<file path="src/rtl/mtfrt_pkg.sv">
// Shared types and constants for the move-to-front rank transform.
// Depends on nothing; every rtl file imports it.
package mtfrt_pkg;

    // Alphabet and field widths
    localparam int SYMBOL_BITS = 8;
    localparam int ALPHA       = 1 << SYMBOL_BITS;
    localparam int VAL_BITS    = SYMBOL_BITS + 1;
    localparam int CNT_BITS    = SYMBOL_BITS + 1;
    localparam int IDX_BITS    = SYMBOL_BITS;

    localparam logic [CNT_BITS-1:0] CNT_FULL = CNT_BITS'(ALPHA);
    localparam logic [CNT_BITS-1:0] CNT_LAST = CNT_BITS'(ALPHA - 1);

    // Register map
    localparam int PADDR_BITS   = 3;
    localparam int REG_IDX_BITS = 1;
    localparam logic [REG_IDX_BITS-1:0] REG_DIRECTION = 1'b0;
    localparam logic DIR_ENCODE = 1'b0;

    // Channel beats
    typedef struct packed {
        logic                stream_start;
        logic [VAL_BITS-1:0] in_value;
    } t_in_beat;

    typedef struct packed {
        logic [VAL_BITS-1:0] out_value;
        logic                first_seen;
        logic                bad_code;
    } t_out_beat;

    // Controller states
    typedef enum logic [2:0] {
        ST_IDLE,
        ST_DISPATCH,
        ST_FETCH,
        ST_SEARCH,
        ST_SHIFT,
        ST_FINISH
    } t_state;

    // Controller to datapath commands
    typedef struct packed {
        logic load;
        logic rd_rank;
        logic search_start;
        logic search;
        logic set_bad;
        logic fetch;
        logic shift;
        logic emit;
    } t_cmd;

    // Datapath to controller status
    typedef struct packed {
        logic dir;
        logic esc;
        logic rank_ok;
        logic hit;
        logic miss;
        logic last;
        logic out_free;
    } t_stat;

endpackage

</file>
<file path="src/rtl/move_to_front_rank_transform.sv">
// Top level of the move-to-front rank transform: APB register and wiring.
// Depends on mtfrt_pkg, mtfrt_ctrl and mtfrt_dp.
//
// Usage: the input channel takes one beat (stream_start, in_value) when
// i_in_valid is high and o_in_stall is low; the output channel gives one
// beat (out_value, first_seen, bad_code) per input beat, taken when
// o_out_valid is high and i_out_stall is low. The direction register at
// byte address 0 selects encode (0) or decode (1); write it only while idle.
// Each item walks the recency list in one memory, one entry per cycle:
// a search reads entries until the symbol is found at position p or the
// n symbols seen run out, then a shift rewrites positions 0..p, or up to
// the new slot on a miss. One item is in work at a time; the input side
// stalls from acceptance until the result is loaded into the output
// register, so the next item may enter while that result waits.
// Reset clears the seen count, the direction and the output valid; the
// list memory needs no clearing. A stalled receiver holds the finished
// result and blocks completion of the following item only.
module move_to_front_rank_transform
    import mtfrt_pkg::*;
(
    input  logic                  i_clk,
    input  logic                  i_rst_n,
    input  logic                  i_in_valid,
    output logic                  o_in_stall,
    input  t_in_beat              i_in_beat,
    output logic                  o_out_valid,
    input  logic                  i_out_stall,
    output t_out_beat             o_out_beat,
    input  logic                  psel,
    input  logic                  penable,
    input  logic                  pwrite,
    input  logic [PADDR_BITS-1:0] paddr,
    input  logic [31:0]           pwdata,
    output logic [31:0]           prdata,
    output logic                  pready
);

    logic  r_direction;
    logic  reg_hit;
    t_cmd  cmd;
    t_stat stat;

    assign reg_hit = (paddr[PADDR_BITS-1:2] == REG_DIRECTION);
    assign pready  = 1'b1;

    // Write the direction register on the access beat
    always_ff @(posedge i_clk) begin
        if (!i_rst_n) begin
            r_direction <= DIR_ENCODE;
        end else if (psel && penable && pwrite && pready && reg_hit) begin
            r_direction <= pwdata[0];
        end
    end

    // Read back
    assign prdata = reg_hit ? {31'b0, r_direction} : 32'b0;

    mtfrt_ctrl u_ctrl (
        .i_clk      (i_clk),
        .i_rst_n    (i_rst_n),
        .i_in_valid (i_in_valid),
        .i_stat     (stat),
        .o_cmd      (cmd),
        .o_in_stall (o_in_stall)
    );

    mtfrt_dp u_dp (
        .i_clk       (i_clk),
        .i_rst_n     (i_rst_n),
        .i_dir       (r_direction),
        .i_in_beat   (i_in_beat),
        .i_cmd       (cmd),
        .i_out_stall (i_out_stall),
        .o_stat      (stat),
        .o_out_valid (o_out_valid),
        .o_out_beat  (o_out_beat)
    );

endmodule

</file>
<file path="src/rtl/mtfrt_ctrl.sv">
// Sequencer for one item: dispatch, search or fetch, shift (skipped for a bad code), deliver.
// Depends on mtfrt_pkg; drives the command struct of mtfrt_dp.
module mtfrt_ctrl
    import mtfrt_pkg::*;
(
    input  logic  i_clk,
    input  logic  i_rst_n,
    input  logic  i_in_valid,
    input  t_stat i_stat,
    output t_cmd  o_cmd,
    output logic  o_in_stall
);

    t_state r_state;
    t_state n_state;

    // Hold the state
    always_ff @(posedge i_clk) begin
        if (!i_rst_n) begin
            r_state <= ST_IDLE;
        end else begin
            r_state <= n_state;
        end
    end

    // Pick the next state and the commands
    always_comb begin
        n_state = r_state;
        o_cmd   = '0;
        unique case (r_state)
            ST_IDLE: begin
                if (i_in_valid) begin
                    o_cmd.load = 1'b1;
                    n_state    = ST_DISPATCH;
                end
            end
            ST_DISPATCH: begin
                o_cmd.rd_rank = 1'b1;
                if (i_stat.dir == DIR_ENCODE || i_stat.esc) begin
                    o_cmd.search_start = 1'b1;
                    n_state            = ST_SEARCH;
                end else if (i_stat.rank_ok) begin
                    n_state = ST_FETCH;
                end else begin
                    o_cmd.set_bad = 1'b1;
                    n_state       = ST_FINISH;
                end
            end
            ST_FETCH: begin
                o_cmd.fetch = 1'b1;
                n_state     = ST_SHIFT;
            end
            ST_SEARCH: begin
                o_cmd.search = 1'b1;
                if (i_stat.hit && i_stat.dir != DIR_ENCODE) begin
                    n_state = ST_FINISH;
                end else if (i_stat.hit || i_stat.miss) begin
                    n_state = ST_SHIFT;
                end
            end
            ST_SHIFT: begin
                o_cmd.shift = 1'b1;
                if (i_stat.last) begin
                    n_state = ST_FINISH;
                end
            end
            ST_FINISH: begin
                if (i_stat.out_free) begin
                    o_cmd.emit = 1'b1;
                    n_state    = ST_IDLE;
                end
            end
            default: begin
                n_state = ST_IDLE;
            end
        endcase
    end

    assign o_in_stall = (r_state != ST_IDLE);

endmodule

</file>
<file path="src/rtl/mtfrt_dp.sv">
// Datapath: recency list memory, seen count, walk index and result register.
// Depends on mtfrt_pkg; steered by mtfrt_ctrl through t_cmd.
module mtfrt_dp
    import mtfrt_pkg::*;
(
    input  logic      i_clk,
    input  logic      i_rst_n,
    input  logic      i_dir,
    input  t_in_beat  i_in_beat,
    input  t_cmd      i_cmd,
    input  logic      i_out_stall,
    output t_stat     o_stat,
    output logic      o_out_valid,
    output t_out_beat o_out_beat
);

    logic [SYMBOL_BITS-1:0] r_mem [ALPHA];
    logic [SYMBOL_BITS-1:0] r_rdata;

    logic [CNT_BITS-1:0]    r_count;
    logic                   r_out_valid;
    t_out_beat              r_out;

    logic [VAL_BITS-1:0]    r_v;
    logic [SYMBOL_BITS-1:0] r_sym;
    logic                   r_dir;
    logic [CNT_BITS-1:0]    r_idx;
    logic [CNT_BITS-1:0]    r_lag_idx;
    logic                   r_lag_v;
    logic [CNT_BITS-1:0]    r_pos;
    logic [VAL_BITS-1:0]    r_res;
    logic                   r_first;
    logic                   r_bad;
    logic                   r_ins;

    logic [IDX_BITS-1:0]    rd_addr;
    logic [SYMBOL_BITS-1:0] wr_data;
    logic                   idx_live;
    logic                   hit;
    logic                   miss;

    // Read the rank entry while dispatching, else the walk position
    assign rd_addr  = i_cmd.rd_rank ? r_v[IDX_BITS-1:0] : r_idx[IDX_BITS-1:0];
    // Front gets the moved symbol, every later slot its predecessor
    assign wr_data  = (r_idx == '0) ? r_sym : r_rdata;
    assign idx_live = (r_idx < r_count);
    assign hit      = r_lag_v && (r_rdata == r_sym);
    assign miss     = !r_lag_v && !idx_live;

    // Recency list: read before write at the same address
    always_ff @(posedge i_clk) begin
        r_rdata <= r_mem[rd_addr];
        if (i_cmd.shift) begin
            r_mem[r_idx[IDX_BITS-1:0]] <= wr_data;
        end
    end

    // Seen count and output valid
    always_ff @(posedge i_clk) begin
        if (!i_rst_n) begin
            r_count     <= '0;
            r_out_valid <= 1'b0;
        end else begin
            if (i_cmd.load && i_in_beat.stream_start) begin
                r_count <= '0;
            end else if (i_cmd.emit && r_ins && r_count != CNT_FULL) begin
                r_count <= r_count + 1'b1;
            end
            if (i_cmd.emit) begin
                r_out_valid <= 1'b1;
            end else if (!i_out_stall) begin
                r_out_valid <= 1'b0;
            end
        end
    end

    // Item registers: capture, search, fetch, shift
    always_ff @(posedge i_clk) begin
        if (i_cmd.load) begin
            r_v     <= i_in_beat.in_value;
            r_sym   <= i_in_beat.in_value[SYMBOL_BITS-1:0];
            r_dir   <= i_dir;
            r_res   <= '0;
            r_first <= 1'b0;
            r_bad   <= 1'b0;
            r_ins   <= 1'b0;
        end
        if (i_cmd.set_bad) begin
            r_bad <= 1'b1;
        end
        if (i_cmd.search_start) begin
            r_idx   <= '0;
            r_lag_v <= 1'b0;
        end
        if (i_cmd.search) begin
            if (hit) begin
                r_pos <= r_lag_idx;
                r_idx <= '0;
                if (r_dir != DIR_ENCODE) begin
                    r_bad <= 1'b1;
                end else begin
                    r_res <= r_lag_idx;
                end
            end else if (miss) begin
                r_pos   <= (r_count == CNT_FULL) ? CNT_LAST : r_count;
                r_idx   <= '0;
                r_first <= 1'b1;
                r_ins   <= 1'b1;
                r_res   <= (r_dir != DIR_ENCODE) ? {1'b0, r_sym} : {1'b1, r_sym};
            end else begin
                r_lag_v   <= idx_live;
                r_lag_idx <= r_idx;
                if (idx_live) begin
                    r_idx <= r_idx + 1'b1;
                end
            end
        end
        if (i_cmd.fetch) begin
            r_sym <= r_rdata;
            r_res <= {1'b0, r_rdata};
            r_pos <= r_v;
            r_idx <= '0;
        end
        if (i_cmd.shift) begin
            r_idx <= r_idx + 1'b1;
        end
        if (i_cmd.emit) begin
            r_out.out_value  <= r_res;
            r_out.first_seen <= r_first;
            r_out.bad_code   <= r_bad;
        end
    end

    // Report status
    always_comb begin
        o_stat.dir      = r_dir;
        o_stat.esc      = r_v[SYMBOL_BITS];
        o_stat.rank_ok  = !r_v[SYMBOL_BITS] && (r_v < r_count);
        o_stat.hit      = hit;
        o_stat.miss     = miss;
        o_stat.last     = (r_idx == r_pos);
        o_stat.out_free = !r_out_valid || !i_out_stall;
    end

    assign o_out_valid = r_out_valid;
    assign o_out_beat  = r_out;

endmodule

</file>
<file path="config.mk">
export PLATFORM = sky130hd
export DESIGN_NAME = move_to_front_rank_transform
export DESIGN_NICKNAME = d
export VERILOG_FILES = /design/src/rtl/mtfrt_pkg.sv /design/src/rtl/move_to_front_rank_transform.sv /design/src/rtl/mtfrt_ctrl.sv /design/src/rtl/mtfrt_dp.sv
export SDC_FILE = /design/constraint.sdc
export NUM_CORES = 2
export LEC_CHECK = 0
export ABC_AREA = 0
export ABC_CLOCK_PERIOD_IN_PS = 6100
export BUFFER_PORTS_ARGS = -buffer_cell sky130_fd_sc_hd__buf_2
export CORE_ASPECT_RATIO = 1.5
export CORE_MARGIN = 2
export CORE_UTILIZATION = 27
export DETAILED_ROUTE_END_ITERATION = 10
export PLACE_DENSITY_LB_ADDON = 0.25
export SLEW_MARGIN = 20
export SYNTH_ARGS = -nofsm -noshare
export SYNTH_HDL_FRONTEND = slang
export SYNTH_SLANG_ARGS = --single-unit
</file>
<file path="constraint.sdc">
create_clock -name i_clk -period 6.1 [get_ports i_clk]
set_clock_uncertainty 0.15 [all_clocks]
set_input_delay 0.61 -clock i_clk [delete_from_list [all_inputs] [get_ports i_clk]]
set_output_delay 0.61 -clock i_clk [all_outputs]
set_load 0.02 [all_outputs]
</file>
* Word-level counts from Yosys, hierarchy flattened
Memories as Yosys holds them, arrays and structs flattened. A register that Yosys moved wholly into a read port is not among the register bits. Index checks and enable logic that the tools add are counted.
Storage, ports and cells: word-level logic and storage cells 136, bits in registers 83, bits in writable memories 2048, output and inout bits 46, memories kept 1
Memories:
- u_dp.r_mem | depth 256, bits a word 8, rd ports 1, clocked after memory_dff 1, write ports 1, RTL line mtfrt_dp.sv:17 | logic [SYMBOL_BITS-1:0] r_mem [ALPHA];
Cells by class: eq/ne operators 14, order comparisons 2, mux-type cells 65, bitwise operators 5, $add $sub $neg 2, reduce and logical (&&, ||, !) cells 28
Operator list (count):
- $mux 9 | 18
- $mux 8 | 5
- $mux 1 | 33
- $mux 3 | 7
- $add 9x1->9 const B | 2
- $lt 9x9->1 | 2
- $pmux 3 s6 | 1
- $logic_and 1x1->1 | 10
- $eq 9x9->1 | 1
- $eq 9x9->1 const B | 1
- $logic_not 9->1 | 1
- $ne 9x9->1 const B | 1
- $eq 8x8->1 | 1
- $eq 3x2->1 const B | 2
- $eq 3x3->1 const B | 2
- $ne 2x2->1 const B | 3
- $reduce_bool 3->1 | 2
- $logic_not 1->1 | 5
- $not 1->1 | 5
- $reduce_and 4->1 | 1
- $reduce_bool 2->1 | 2
- $eq 3x1->1 const B | 1
- $logic_not 3->1 | 1
- $logic_or 1x1->1 | 3
- 6 further kinds | 6

* Logic depth before layout (Yosys ltp)
depth after elaboration 11, depth in mapped cells 14, depth with buffers taken out 12

* Hierarchy
A second synthesis with hierarchy kept.
Second synthesis, totals: cells, all modules 5958, area, all modules 86619.3 um2
Modules (own cells, without submodules):
- mtfrt_dp | cells an instance 5880, seq. area each 63711.1 um2, times used 1, area each 86018.7 um2
- move_to_front_rank_transform | cells an instance 40, seq. area each 20.0 um2, times used 1, area each 315.3 um2
- mtfrt_ctrl | cells an instance 38, seq. area each 60.1 um2, times used 1, area each 285.3 um2

* Worst setup path after synthesis
Ideal clock, no wire load.
path kind register -> register, from register u_dp.r_idx[0], to memory u_dp.r_mem[0][0], data pin, period minus slack after synthesis 4325 ps, setup slack 1775 ps, arrival 3618 ps, stages on the path, launching flop included 8, cells stage by stage dfxtp_1 clkbuf_1 buf_1 inv_1 ha_1 nor2b_1 nand4_1 mux2_2
On the way: cells in the longest elaborated chain, start to end 2
RTL lines:
- from (decl) | RTL line mtfrt_dp.sv:27 | logic [CNT_BITS-1:0] r_idx;
- from (signal assigned) | RTL line mtfrt_dp.sv:114 | r_idx <= r_idx + 1'b1;
- from (signal assigned) | RTL line mtfrt_dp.sv:125 | r_idx <= r_idx + 1'b1;
- $logic_not 9->1 | RTL line mtfrt_dp.sv:45 | assign wr_data = (r_idx == '0) ? r_sym : r_rdata;
- $mux 8 | RTL line mtfrt_dp.sv:45
- net u_dp.wr_data[0] | RTL line mtfrt_dp.sv:37 | logic [SYMBOL_BITS-1:0] wr_data;
- to (decl) | RTL line mtfrt_dp.sv:17
The timed path passes the listed nets, and every way through them passes these cells.

* Worst setup path after layout
from register u_ctrl.r_state[0], to register u_dp.r_rdata[7] (read register of u_dp.r_mem)
On the way: cells in the longest elaborated chain, start to end 3
RTL lines:
- from (decl) | RTL line mtfrt_ctrl.sv:14 | t_state r_state;
- from (signal assigned) | RTL line mtfrt_ctrl.sv:22 | r_state <= n_state;
- $eq 3x1->1 | RTL line mtfrt_ctrl.sv:30 | unique case (r_state)
- $mux 2 | RTL line mtfrt_ctrl.sv:30
- $mux 8 | RTL line mtfrt_dp.sv:43 | assign rd_addr = i_cmd.rd_rank ? r_v[IDX_BITS-1:0] : r_idx[IDX_BITS-1:0];
- to (decl) | RTL line mtfrt_dp.sv:18 | logic [SYMBOL_BITS-1:0] r_rdata;
Every way passes these cells. A chain may end at the register's enable or synchronous reset.

==> results.txt <==
Outcome = completed
Nets = 6,313
Clock sink count = 2,139
Area share of the largest cell type after synthesis = 0.725
Antenna viol nets, final = 0
Synthesized instance count = 6,108
Maxcap violations = 0
Synth Warn # = 0
Reg2Reg Launch Point = u_ctrl.r_state[0]$_SDFFE_PN0P_
TritonCTS clock tree = yes
Pin slew with the least headroom to its limit = 1200 ps
Fin crit share = 0.852
Crit path capture = u_dp.r_rdata[7]$_DFF_P_
Post-CTS Setup Bufs = 0
Die width = 467 µm
Pins over their slew limit = 0
Max clock buf depth = 4
PortBufs = 32
Core region area = 319,000 µm²
Worst Hold Class = in2reg
Critical-path maximum fanout = 27
First-pass GRT wire length = 425 mm
Crit path DAT = 5770 ps
Grt ovf = 0
Hold Vio Cnt, Final = 0
PD cells = 449 nW/µm²
Post-route DRC = 0
Largest net degree at the start of global routing = 130
Reg clk slew, reported paths = 70 ps
Top_reg_cell synth = edfxtp_1
F_max = 192 MHz
Synth cell count leaders = edfxtp_1 (2,095), nand2_1 (1,268), nand3_1 (529)
Die Height = 698 µm
Setup TNS = 0 ps
Maximum vdd drop = 308 µV
CP Launch Point = u_ctrl.r_state[0]$_SDFFE_PN0P_
Worst R2R End = u_dp.r_rdata[7]$_DFF_P_
Synthesized area per cell = 14.2 µm²
Leakage = 32.7 nW
Most frequent cell after synthesis = edfxtp_1
Vias/cell = 5.03
Final Instance Area = 99,500 µm²
Post-Route WL = 308 mm
Cell Area, Synth = 86,700 µm²
Synth cell types = 71
Initial drt markers = 5,449
Post-synth EDFFs = 2,095
Area leader, netlist = edfxtp_1
WL per Instance = 29.0 µm
Num CTS Buffers = 200
Die area = 326,000 µm²
Max H-tree Level = 4
Max-slew headroom = 0.180
Starting Density = 0.272
Final setup violation count = 0
Share of cells above drive strength 1 = 0.110
Seq/Total Area, Yosys = 0.735
CP endpoint kind = register
Number of fill cells in the layout = 31,700
Final Util = 0.311
Critical Path RT = 6670 ps
Worst hold stages = 4
Post-CTS Hold Fix Bufs = 16
GPL Wtd Cong = 0.871
Site Rows = 254
CTS Root Cell = clkbuf_16
Ys async rst share = 0
R2R Setup Slk = 900 ps
Initial antenna violation count = 7
Initial DRT Pass Iterations = 6
# IOs = 98
GRT Util Overall = 0.184
Area growth, synth to finish = 14.6%
Synth area leaders = edfxtp_1 (73%), nand2_1 (5.5%), mux2i_1 (4.6%)
Post-DP Area = 93,200 µm²
Worst skew pair latency = 890 ps
Flip-flop and latch count after synthesis = 2,139
Crit start category = register
Reg2Reg Depth = 10
Post-CTS sizing = 0
Detailed placement HPWL = 200 mm
RSZ-0062 raised after global routing = false
Vias in the first global route = 52,400
Vias post-DR = 53,500
Critical path class = reg2reg
Final worst path period need = 5200 ps
-- metal layers --
metal / vias up / share of wire / track usage
met5: - / 0.000042 / 0
met4: 2 / 0.067 / 0.109
met3: 525 / 0.055 / 0.0244
met2: 2044 / 0.51 / 0.320
met1: 27800 / 0.37 / 0.214
li1: 23100 / - / -
-- worst min path at each step --
stage                                         endpoint             startpoint
after floorplan           u_dp.o_out_beat[0]$_DFFE_PP_     u_dp.r_bad$_DFF_P_
after global placement    u_dp.o_out_beat[1]$_DFFE_PP_   u_dp.r_first$_DFF_P_
after detailed placement  u_dp.o_out_beat[8]$_DFFE_PP_  u_dp.r_res[6]$_DFF_P_
after CTS                 u_dp.r_count[3]$_SDFFE_PP0P_           i_in_beat[9]
after global routing      u_dp.r_count[3]$_SDFFE_PP0P_           i_in_beat[9]
final                     u_dp.r_count[0]$_SDFFE_PP0P_           i_in_beat[9]
-- area by class of cell --
class	instances	area (µm²)	share of cell area
clock buffers	259	5330	0.0536
multi-input cells	3541	21200	0.213
flip-flops and latches	2139	63800	0.641
repair buffers	314	2930	0.0295
inverters	43	161	0.00162
well taps	4224	5290	0.0531
clock inverters	96	746	0.00750
diodes	8	20.0	0.000201
-- state kept, by name, indices dropped and copies added (netlist names) --
register	cells
u_dp.r_mem	2048
u_dp.o_out_beat	11
u_dp.r_count	9
u_dp.r_idx	9
u_dp.r_lag_idx	9
u_dp.r_pos	9
u_dp.r_res	9
u_dp.r_v	9
u_dp.r_rdata	8
u_dp.r_sym	8
u_ctrl.r_state	3
r_direction	1
u_dp.o_out_valid	1
u_dp.r_bad	1
u_dp.r_dir	1
u_dp.r_first	1
u_dp.r_ins	1
u_dp.r_lag_v	1
-- critical path: stages (launching register included) --
cell	delay, ps
dfxtp_1	670
nor3b_4	500
buf_4	250
mux2i_4	610
buf_12	330
buf_4	520
mux2i_1	180
o211ai_1	300
nand4_1	570
a21oi_1	670
nand4_1	170
-- power breakdown --
| part | internal (mW) | switching, mW | total, mW |
|---|---|---|---|
| clock network | 6.58 | 5.62 | 12.2 |
| registers | 19.1 | 0.206 | 19.3 |
| logic | 3.31 | 9.86 | 13.2 |
-- kinds of logic after synthesis --
| kind of cell | Yosys count | synth area share |
|---|---|---|
| fa+ha+maj | 22 | 0.00317 |
| flops | 2139 | 0.735 |
| simple gates | 2383 | 0.118 |
| buf+inv | 458 | 0.0260 |
| compound gates | 587 | 0.0468 |
| other cells | 2 | 0.0000866 |
| xor+xnor | 25 | 0.00252 |
| mux | 492 | 0.0684 |
-- metrics by stage --
stage          hold WS, ps  power, mW  std cells  setup slack, ps
2_1_floorplan          258       26.6       6138             1780
3_3_place_gp           267       32.6      10200              584
3_5_place_dp           270       32.8      10200              975
4_1_cts               53.1       44.9      10600              963
5_1_grt                103       46.0      10600              896
6_report              62.8       44.6      10600              903
-- cell usage in the layout (no fill, tap or decap), types with 18 or more instances in the layout --
| master | n |
|---|---|
| a22oi_1 | 44 |
| nor2_1 | 349 |
| xnor2_1 | 21 |
| a21oi_1 | 102 |
| dfxtp_1 | 43 |
| a2111oi_0 | 20 |
| clkbuf_16 | 204 |
| a21o_1 | 18 |
| mux2i_1 | 392 |
| clkbuf_1 | 53 |
| o211ai_1 | 44 |
| buf_2 | 32 |
| nor4_1 | 28 |
| a211oi_1 | 48 |
| ha_1 | 22 |
| conb_1 | 32 |
| edfxtp_1 | 2095 |
| o21ai_0 | 48 |
| a32oi_1 | 21 |
| nand3_1 | 529 |
| inv_1 | 42 |
| nor3_1 | 28 |
| buf_12 | 47 |
| nand4_1 | 90 |
| clkinv_2 | 29 |
| buf_4 | 216 |
| a31oi_1 | 107 |
| a311oi_1 | 18 |
| nand2_1 | 1267 |
| mux4_2 | 79 |
| clkinv_1 | 42 |
Note: power is estimated with default switching activity, not from simulation.
